==> src/design/swm_pkg.sv <==
// Shared constants and control types for the sliding window median filter.
// No dependencies; every other file of the block imports this package.
package swm_pkg;

	// Width of the window size register and its value after reset.
	localparam int WS_W = 5;
	localparam logic [WS_W-1:0] WS_RESET = 5'd5;

	// Defaults for the top level parameters.
	localparam int MAX_WINDOW_DEF = 16;
	localparam int SAMPLE_WIDTH_DEF = 24;

	// Control from the sequencer to the cell row and the output stage.
	typedef struct packed {
		logic load;   // an item is accepted and enters the row
		logic step;   // one compare and shift step of the row
		logic finish; // the result is moved into the output register
		logic bypass; // the item in flight skips the median
	} swm_ctrl_t;

endpackage

==> src/design/swm_ifs.sv <==
// Valid/ready channel interfaces for samples in and results out.
// Depends on swm_pkg for the default sample width.
interface swm_sample_if
	import swm_pkg::*;
	#(parameter int W = SAMPLE_WIDTH_DEF) ();
	logic valid;
	logic ready;
	logic signed [W-1:0] sample;
	modport source (output valid, output sample, input ready);
	modport sink (input valid, input sample, output ready);
endinterface

interface swm_result_if
	import swm_pkg::*;
	#(parameter int W = SAMPLE_WIDTH_DEF) ();
	logic valid;
	logic ready;
	logic signed [W-1:0] filtered;
	logic passed_through;
	modport source (output valid, output filtered, output passed_through, input ready);
	modport sink (input valid, input filtered, input passed_through, output ready);
endinterface

==> src/design/swm_cell.sv <==
// One cell of the median row: holds one ring slot and ranks it against a circulating token.
// Depends on swm_pkg for the control struct and the window size width.
module swm_cell
	import swm_pkg::*;
	#(
	parameter int MAXW = MAX_WINDOW_DEF,
	parameter int SW = SAMPLE_WIDTH_DEF,
	parameter int IDX = 0
	) (
	input  logic                     clk,
	input  logic                     arst_n,
	input  swm_ctrl_t                ctrl,
	input  logic [$clog2(MAXW)-1:0]  wr_slot,
	input  logic signed [SW-1:0]     sample,
	input  logic [WS_W-1:0]          win_size,
	input  logic signed [SW-1:0]     tok_val_in,
	input  logic [$clog2(MAXW)-1:0]  tok_slot_in,
	output logic signed [SW-1:0]     tok_val,
	output logic [$clog2(MAXW)-1:0]  tok_slot,
	output logic signed [SW-1:0]     value,
	output logic [$clog2(MAXW)-1:0]  rank
	);

	localparam int IW = $clog2(MAXW);
	localparam int CW = ((IW > WS_W) ? IW : WS_W) + 1;
	localparam logic [IW-1:0] MY_SLOT = IW'(IDX);

	logic signed [SW-1:0] value_q;
	logic signed [SW-1:0] tok_val_q;
	logic [IW-1:0] tok_slot_q;
	logic [IW-1:0] rank_q;
	logic wr_en;
	logic tok_below;

	assign wr_en = ctrl.load && (wr_slot == MY_SLOT);

	// The token counts when its slot lies in the window and it sorts below this
	// cell; equal values are ordered by slot so that ranks are all distinct.
	assign tok_below = (CW'(tok_slot_q) < CW'(win_size)) &&
		((tok_val_q < value_q) || ((tok_val_q == value_q) && (tok_slot_q < MY_SLOT)));

	always_ff @(posedge clk or negedge arst_n) begin
		if (!arst_n) begin
			value_q <= '0;
		end else if (wr_en) begin
			value_q <= sample;
		end
	end

	always_ff @(posedge clk) begin
		if (ctrl.load) begin
			tok_val_q <= wr_en ? sample : value_q;
			tok_slot_q <= MY_SLOT;
			rank_q <= '0;
		end else if (ctrl.step) begin
			tok_val_q <= tok_val_in;
			tok_slot_q <= tok_slot_in;
			if (tok_below) begin
				rank_q <= rank_q + 1'b1;
			end
		end
	end

	assign tok_val = tok_val_q;
	assign tok_slot = tok_slot_q;
	assign value = value_q;
	assign rank = rank_q;

endmodule

==> src/design/swm_ctrl.sv <==
// Sequencer of the median filter: window size register, ring pointer and step counter.
// Depends on swm_pkg for the control struct and the register constants.
module swm_ctrl
	import swm_pkg::*;
	#(
	parameter int MAXW = MAX_WINDOW_DEF
	) (
	input  logic                     clk,
	input  logic                     arst_n,
	input  logic                     cfg_we,
	input  logic [WS_W-1:0]          cfg_wdata,
	input  logic                     in_valid,
	output logic                     in_ready,
	input  logic                     out_free,
	output logic [WS_W-1:0]          win_size,
	output logic [$clog2(MAXW)-1:0]  wr_slot,
	output swm_ctrl_t                ctrl
	);

	localparam int IW = $clog2(MAXW);
	localparam int CW = ((IW > WS_W) ? IW : WS_W) + 1;
	localparam logic [1:0] ST_IDLE = 2'd0;
	localparam logic [1:0] ST_RUN = 2'd1;
	localparam logic [1:0] ST_DONE = 2'd2;
	localparam logic [IW-1:0] LAST_STEP = IW'(MAXW - 1);

	logic [1:0] state_q;
	logic [IW-1:0] step_q;
	logic [IW-1:0] ptr_q;
	logic [WS_W-1:0] ws_q;
	logic bypass_q;
	logic accept;
	logic ws_ok;
	logic [CW-1:0] slot_next;

	assign ws_ok = (ws_q != '0) && ws_q[0] && (CW'(ws_q) <= CW'(MAXW));
	assign in_ready = (state_q == ST_IDLE);
	assign accept = in_valid && in_ready;

	// A pointer outside the window falls back to slot zero.
	assign wr_slot = (CW'(ptr_q) >= CW'(ws_q)) ? '0 : ptr_q;
	assign slot_next = CW'(wr_slot) + 1'b1;

	always_ff @(posedge clk or negedge arst_n) begin
		if (!arst_n) begin
			state_q <= ST_IDLE;
			step_q <= '0;
			ptr_q <= '0;
			ws_q <= WS_RESET;
			bypass_q <= 1'b0;
		end else begin
			if (cfg_we) begin
				ws_q <= cfg_wdata;
				ptr_q <= '0;
			end
			case (state_q)
				ST_IDLE: begin
					if (accept) begin
						step_q <= '0;
						bypass_q <= !ws_ok;
						if (ws_ok) begin
							state_q <= ST_RUN;
							ptr_q <= (slot_next >= CW'(ws_q)) ? '0 : slot_next[IW-1:0];
						end else begin
							state_q <= ST_DONE;
						end
					end
				end
				ST_RUN: begin
					step_q <= step_q + 1'b1;
					if (step_q == LAST_STEP) begin
						state_q <= ST_DONE;
					end
				end
				ST_DONE: begin
					if (out_free) begin
						state_q <= ST_IDLE;
					end
				end
				default: begin
					state_q <= ST_IDLE;
				end
			endcase
		end
	end

	assign win_size = ws_q;
	assign ctrl.load = accept && ws_ok;
	assign ctrl.step = (state_q == ST_RUN);
	assign ctrl.finish = (state_q == ST_DONE) && out_free;
	assign ctrl.bypass = bypass_q;

endmodule

==> src/design/sliding_window_median.sv <==
// Sliding window median: an item is accepted only in the idle state, after the previous item has left the done state.
// A median item is ranked in the run state; a bypassed item (window size zero, even or above MAX_WINDOW) skips it.
// The run state is the rank loop: a token per cell circulates once around the row of MAX_WINDOW cells.
// Reset (arst_n low, asynchronous) clears the ring to zeros, the pointer to zero and sets the window size to 5.
// Depends on swm_pkg, swm_ifs, swm_cell and swm_ctrl.
module sliding_window_median
	import swm_pkg::*;
	#(
	parameter int MAX_WINDOW = MAX_WINDOW_DEF,
	parameter int SAMPLE_WIDTH = SAMPLE_WIDTH_DEF
	) (
	input  logic            clk,
	input  logic            arst_n,
	input  logic            cfg_we,
	input  logic [WS_W-1:0] cfg_wdata,
	swm_sample_if.sink      samples,
	swm_result_if.source    results
	);

	localparam int IW = $clog2(MAX_WINDOW);
	localparam int CW = ((IW > WS_W) ? IW : WS_W) + 1;

	// The ring lives in a row of cells, one slot per cell. When an item is accepted
	// the sample is written into its slot, and every cell copies its value into a
	// token. For MAX_WINDOW steps each cell compares the token in front of it with
	// its own value and then hands the token to its right neighbor, so every cell
	// sees every slot once and ends with the count of window slots that sort below
	// it. The cell whose count is half the window size holds the median.

	swm_ctrl_t ctrl;
	logic [WS_W-1:0] win_size;
	logic [IW-1:0] wr_slot;
	logic out_free;

	logic signed [SAMPLE_WIDTH-1:0] tok_val [MAX_WINDOW];
	logic [IW-1:0] tok_slot [MAX_WINDOW];
	logic signed [SAMPLE_WIDTH-1:0] cell_value [MAX_WINDOW];
	logic [IW-1:0] cell_rank [MAX_WINDOW];
	logic [MAX_WINDOW-1:0] hit;
	logic signed [SAMPLE_WIDTH-1:0] median;

	logic signed [SAMPLE_WIDTH-1:0] sample_q;
	logic signed [SAMPLE_WIDTH-1:0] filtered_q;
	logic passed_q;
	logic out_valid_q;

	// The output register frees up as soon as its item is taken, so the next
	// result can be loaded in the same cycle.
	assign out_free = !out_valid_q || results.ready;

	swm_ctrl #(
		.MAXW(MAX_WINDOW)
	) u_ctrl (
		.clk(clk),
		.arst_n(arst_n),
		.cfg_we(cfg_we),
		.cfg_wdata(cfg_wdata),
		.in_valid(samples.valid),
		.in_ready(samples.ready),
		.out_free(out_free),
		.win_size(win_size),
		.wr_slot(wr_slot),
		.ctrl(ctrl)
	);

	for (genvar g = 0; g < MAX_WINDOW; g++) begin : g_cell
		localparam int PREV = (g == 0) ? MAX_WINDOW - 1 : g - 1;
		localparam logic [CW-1:0] SLOT_C = CW'(g);

		swm_cell #(
			.MAXW(MAX_WINDOW),
			.SW(SAMPLE_WIDTH),
			.IDX(g)
		) u_cell (
			.clk(clk),
			.arst_n(arst_n),
			.ctrl(ctrl),
			.wr_slot(wr_slot),
			.sample(samples.sample),
			.win_size(win_size),
			.tok_val_in(tok_val[PREV]),
			.tok_slot_in(tok_slot[PREV]),
			.tok_val(tok_val[g]),
			.tok_slot(tok_slot[g]),
			.value(cell_value[g]),
			.rank(cell_rank[g])
		);

		// Only a slot inside the window can be the median.
		assign hit[g] = (SLOT_C < CW'(win_size)) &&
			(CW'(cell_rank[g]) == CW'(win_size >> 1));
	end

	// Ranks are distinct, so at most one cell hits and an OR of the masked values selects it.
	always_comb begin
		median = '0;
		for (int i = 0; i < MAX_WINDOW; i++) begin
			if (hit[i]) begin
				median = median | cell_value[i];
			end
		end
	end

	// The accepted sample is kept for the bypass case.
	always_ff @(posedge clk) begin
		if (samples.valid && samples.ready) begin
			sample_q <= samples.sample;
		end
		if (ctrl.finish) begin
			filtered_q <= ctrl.bypass ? sample_q : median;
			passed_q <= ctrl.bypass;
		end
	end

	always_ff @(posedge clk or negedge arst_n) begin
		if (!arst_n) begin
			out_valid_q <= 1'b0;
		end else if (ctrl.finish) begin
			out_valid_q <= 1'b1;
		end else if (results.ready) begin
			out_valid_q <= 1'b0;
		end
	end

	assign results.valid = out_valid_q;
	assign results.filtered = filtered_q;
	assign results.passed_through = passed_q;

`ifndef SYNTHESIS
	// A result shows up only when the sequencer hands one over.
	a_valid_from_finish: assert property (@(posedge clk) disable iff (!arst_n)
		$rose(out_valid_q) |-> $past(ctrl.finish))
		else $error("result became valid without a finish step");

	// No new item enters while the row is still ranking.
	a_no_accept_in_run: assert property (@(posedge clk) disable iff (!arst_n)
		ctrl.step |-> !samples.ready)
		else $error("input ready while ranking");

	// A median item finds exactly one cell at the middle rank.
	a_one_median: assert property (@(posedge clk) disable iff (!arst_n)
		(ctrl.finish && !ctrl.bypass) |-> $onehot(hit))
		else $error("median select is not one-hot");

	// The write slot of a median item lies inside the window.
	a_slot_in_window: assert property (@(posedge clk) disable iff (!arst_n)
		ctrl.load |-> (CW'(wr_slot) < CW'(win_size)))
		else $error("write slot outside the window");
`endif

endmodule
==> src/flat_wrapper.sv <==
// flat-port wrapper written by rule: the top's interface ports become plain ports
module sliding_window_median_flat import swm_pkg::*;
#(
	parameter int MAX_WINDOW = MAX_WINDOW_DEF,
	parameter int SAMPLE_WIDTH = SAMPLE_WIDTH_DEF
	)
  (clk, arst_n, cfg_we, cfg_wdata, samples_valid, samples_sample, samples_ready, results_valid, results_filtered, results_passed_through, results_ready);
  swm_sample_if samples_i ();
  swm_result_if results_i ();
  input  logic clk;
  input  logic arst_n;
  input  logic cfg_we;
  input  logic [WS_W-1:0] cfg_wdata;
  input wire logic [$bits(samples_i.valid)-1:0] samples_valid;
  input wire logic [$bits(samples_i.sample)-1:0] samples_sample;
  output wire logic [$bits(samples_i.ready)-1:0] samples_ready;
  output wire logic [$bits(results_i.valid)-1:0] results_valid;
  output wire logic [$bits(results_i.filtered)-1:0] results_filtered;
  output wire logic [$bits(results_i.passed_through)-1:0] results_passed_through;
  input wire logic [$bits(results_i.ready)-1:0] results_ready;
  assign samples_i.valid = samples_valid;
  assign samples_i.sample = samples_sample;
  assign samples_ready = samples_i.ready;
  assign results_valid = results_i.valid;
  assign results_filtered = results_i.filtered;
  assign results_passed_through = results_i.passed_through;
  assign results_i.ready = results_ready;
  sliding_window_median #(.MAX_WINDOW(MAX_WINDOW), .SAMPLE_WIDTH(SAMPLE_WIDTH)) u_core (.clk(clk), .arst_n(arst_n), .cfg_we(cfg_we), .cfg_wdata(cfg_wdata), .samples(samples_i), .results(results_i));
endmodule
==> config.mk <==
export PLATFORM = sky130hd
export DESIGN_NAME = sliding_window_median_flat
export DESIGN_NICKNAME = d
export VERILOG_FILES = /design/src/design/swm_pkg.sv /design/src/design/swm_ifs.sv /design/src/design/swm_cell.sv /design/src/design/swm_ctrl.sv /design/src/design/sliding_window_median.sv /design/src/flat_wrapper.sv
export SDC_FILE = /design/constraint.sdc
export NUM_CORES = 2
export LEC_CHECK = 0
export BUFFER_PORTS_ARGS = -buffer_cell sky130_fd_sc_hd__buf_2
export CORE_UTILIZATION = 64
export DETAILED_ROUTE_END_ITERATION = 7
export PLACE_DENSITY = 0.79
export SLEW_MARGIN = 20
export SYNTH_ARGS = -nofsm -noshare
export SYNTH_HDL_FRONTEND = slang
export SYNTH_SLANG_ARGS = --single-unit
==> constraint.sdc <==
create_clock -name clk -period 14.8 [get_ports clk]
set_input_delay 2.22 -clock clk [delete_from_list [all_inputs] [get_ports clk]]
set_output_delay 2.22 -clock clk [all_outputs]
set_load 0.02 [all_outputs]
==> run_results.csv <==
group,metric,value,unit
yosys,seq_area_frac_synth,49.5,%
detailed_routing,ant_nets,0,
setup_path,cp_max_fo,69,
floorplan,row_count,103,
grt,grt_first_pass_wirelength,228000,um
power_and_ir_drop,pwr_density_cell,200,nW/um2
finish,finalNonFillerCells,6038,
floorplan,die_h,286,um
clock_tree,clk_latency,680,ps
worst_hold_path,whs_path_depth,2,
grt,met3_usage,6.43,%
yosys,yosysTopAreaCell,"edfxtp_1",
timing,worst_slew_pin_slew,1370,ps
place,pre_cts_ws,8440,ps
finish,final_cell_mix,"nand2_1 (605), ha_1 (461), inv_1 (435), edfxtp_1 (433), mux2_2 (399)",
grt,top_usage_layer,"met2",
setup_path,rrSetupSlack,9360,ps
detailed_routing,vias,39705,
finish,nFillCells,5615,
place,place_hpwl,108000,um
yosys,avgSynthCellArea,10.5,um2
setup_path,reg2reg_depth,12,
worst_hold_path,hold_path.class,"register to register",
timing,fmax,0.173,GHz
yosys,synth-main-ff-cell,"edfxtp_1",
yosys,yosysUniqueCellTypes,77,
grt,first_global_vias,38416,
floorplan,initial_core_util,65.0,%
setup_path,critPathArrivalTime,6060,ps
yosys,synth.top_cell.area_share,25.1,%
worst_hold_path,holdPathEnd,"u_core.g_cell[2].u_cell.tok_slot[0]",
job,max-cap-violations,0,
finish,area_delta_synth_final,9.41,%
clock_tree,cts_inserted_buffers,98,
place,post-place-cells,5851,
yosys,ys_ff_latch,962,
grt,use_met2,58.3,%
yosys,synth_edf_count,433,
status,status,"complete, no violations",
detailed_routing,wl_per_cell,25.1,um
clock_tree,clockRootBuffer,"clkbuf_16",
yosys,synthTopCellsByArea,"edfxtp_1 (25%), dfrtp_1 (19%), ha_1 (11%)",
timing,setup_violations,0,
setup_path,r2r-end,"u_core.g_cell[5].u_cell.tok_val[18]",
timing,fin_crit,5780,ps
timing,fin_skew,23.0,ps
clock_tree,htreeDepth,3,
timing,fin_ws,9020,ps
finish,drive_gt1_share,15.5,%
timing,slew_headroom,6.24,%
detailed_routing,drc_errors,0,
setup_path,cp.required,15080,ps
clock_tree,cts_num_sinks,962,
grt,grt_use_met1,47.5,%
clock_tree,ctsHoldBuffers,0,
clock_tree,clk_path_buf_depth,3,
clock_tree,ctsResizeCount,0,
detailed_routing,drt-vias-per-instance,6.58,
floorplan,die_width,286,um
yosys,syn-cell-area,51700,um2
finish,final_common_cell,"nand2_1",
timing,setup_tns,0,ps
power_and_ir_drop,p_leak,23.4,nW
yosys,synthArstFlopShare,41.7,%
detailed_routing,dr.pass1.iters,8,
power_and_ir_drop,ir_worst_vdd,0.159,mV
worst_hold_path,hp-start,"u_core.g_cell[2].u_cell.tok_slot[0]",
timing,rsz0062_at_grt,"no",
setup_path,cp-start-kind,"primary input",
yosys,synthCells,4907,
clock_tree,cts_tree,"yes",
floorplan,core_area,79500,um2
place,place.gp.congestion,0.958,
yosys,synth_warnings,0,
floorplan,dieArea,82000,um2
clock_tree,cts.clk_slew.worst_paths,60,ps
yosys,synth_nets,5402,
grt,grt_overflow,0,
detailed_routing,initialDrtViolationCount,4354,
timing,final-hold-violation-count,0,
setup_path,critPathKind,"primary input to register",
grt,grt_max_degree,112,
timing,drv_slew,0,
setup_path,crit_path_end_kind,"register",
timing,period_share,39.0,%
grt,grt_usage,36.8,%
floorplan,io_pins,61,
clock_tree,cts_post_setup_buffers_inserted,0,
detailed_routing,routed_wl,152000,um
finish,nNetsFinal,5396,
place,port-buffer-count,60,
grt,antenna_found_initial,2,
setup_path,r2r-start,"u_core.u_ctrl.win_size[0]",
==> layer usage <==
| metal | vias to the layer above | wire [um] | share of wire [%] |
|---|---|---|---|
| met3 | 501 | 13700 | 9.0 |
| li1 | 17686 | - | - |
| met2 | 2155 | 70000 | 46 |
| met4 | 4 | 10500 | 6.9 |
| met1 | 19359 | 57600 | 38 |
| met5 | - | 25 | 0.016 |
==> sequential cells by signal (all words and copies together) (netlist names) <==
| name | cells |
|---|---|
| u_core.u_ctrl.step_q | 4 |
| u_core.sample_q | 24 |
| u_core.results.valid | 1 |
| u_core.results.passed_through | 1 |
| u_core.g_cell.u_cell.rank | 64 |
| u_core.results.filtered | 24 |
| u_core.g_cell.u_cell.value | 384 |
| u_core.g_cell.u_cell.tok_val | 384 |
| u_core.u_ctrl.state_q | 2 |
| u_core.u_ctrl.bypass_q | 1 |
| u_core.u_ctrl.ptr_q | 4 |
| u_core.g_cell.u_cell.tok_slot | 64 |
| u_core.u_ctrl.win_size | 5 |
==> synthesized netlist by cell type, types with 17 or more instances <==
master    number
nand2_1      607
ha_1         461
inv_1        435
edfxtp_1     433
dfrtp_1      399
mux2_2       399
nor2_1       320
o21ai_0      278
a21oi_1      233
clkbuf_1     188
nand4_1      132
dfxtp_1      128
nand3_1       91
a31oi_1       70
a21o_1        69
a221oi_1      68
a22o_1        43
xnor2_1       35
nor3_1        31
xor2_1        29
a222oi_1      28
buf_2         28
and3_1        27
nor2b_1       27
a32oi_1       26
o211ai_1      26
mux2i_1       24
or2_2         24
nand2b_1      23
nor4_1        23
a221o_1       20
a211oi_1      17
buf_1         17
==> worst max-delay path by stage <==
stage / end / from / cells after the start
after global routing: u_core.g_cell[8].u_cell.tok_val[10] / samples_valid / 8
after detailed placement: u_core.g_cell[8].u_cell.tok_val[10] / samples_valid / 8
after global placement: u_core.g_cell[8].u_cell.tok_val[10] / samples_valid / 8
after CTS: u_core.g_cell[11].u_cell.tok_val[20] / samples_valid / 8
final: u_core.g_cell[10].u_cell.tok_val[12] / samples_valid / 8
after floorplan: u_core.g_cell[0].u_cell.tok_val[0] / samples_valid / 7
==> logic make-up (layout without fill, tap and decap cells) <==
| kind of cell | count (synthesis) | in the layout | synth area share (%) |
|---|---|---|---|
| buffers and inverters | 672 | 752 | 4.98 |
| xor gates and xnor gates | 64 | 64 | 1.08 |
| muxes | 437 | 437 | 9.56 |
| and+or+nand+nor | 1344 | 1344 | 11.6 |
| adders and majority gates | 461 | 461 | 11.2 |
| AOI/OAI and AO/OA | 967 | 967 | 12.1 |
| DFF | 962 | 962 | 49.5 |
| other | 0 | 1 | 0 |
==> area by class of cell <==
type,instances,area (um2),share of cell area [%]
multi-input combinational,3273,23700,41.9
timing repair buffer,130,836,1.48
sequential,962,25600,45.2
clock buffer,139,2930,5.18
antenna,1,2.50,0.00442
tap,1050,1310,2.32
inverter,436,1640,2.89
clock inverter,47,526,0.929
==> through the flow <==
stage / instance area [um2] / total power [mW] / hold WS, ps / util, %
finish: 56600 / 11.3 / 470 / 71.2
CTS: 56600 / 11.2 / 467 / 71.2
floorplan: 51700 / 7.32 / 444 / -
global placement: 53100 / 8.38 / 456 / 66.8
detailed placement: 53100 / 8.54 / 459 / 66.8
global route: 56600 / 11.9 / 492 / 71.2
==> power breakdown <==
part / internal [mW] / leakage, nW / switching (mW) / total [mW]
clock network: 1.56 / 1.72 / 1.10 / 2.66
logic: 1.58 / 10.9 / 2.33 / 3.91
registers: 4.00 / 10.8 / 0.764 / 4.76
==> critical path, stage by stage <==
cell and delay, ps:
buf_2 110, nand2_1 100, inv_1 80, buf_4 420, nand2_4 320, nand2_4 860, buf_4 880, buf_4 840
No activity file was read; power rests on OpenSTA's default activity.
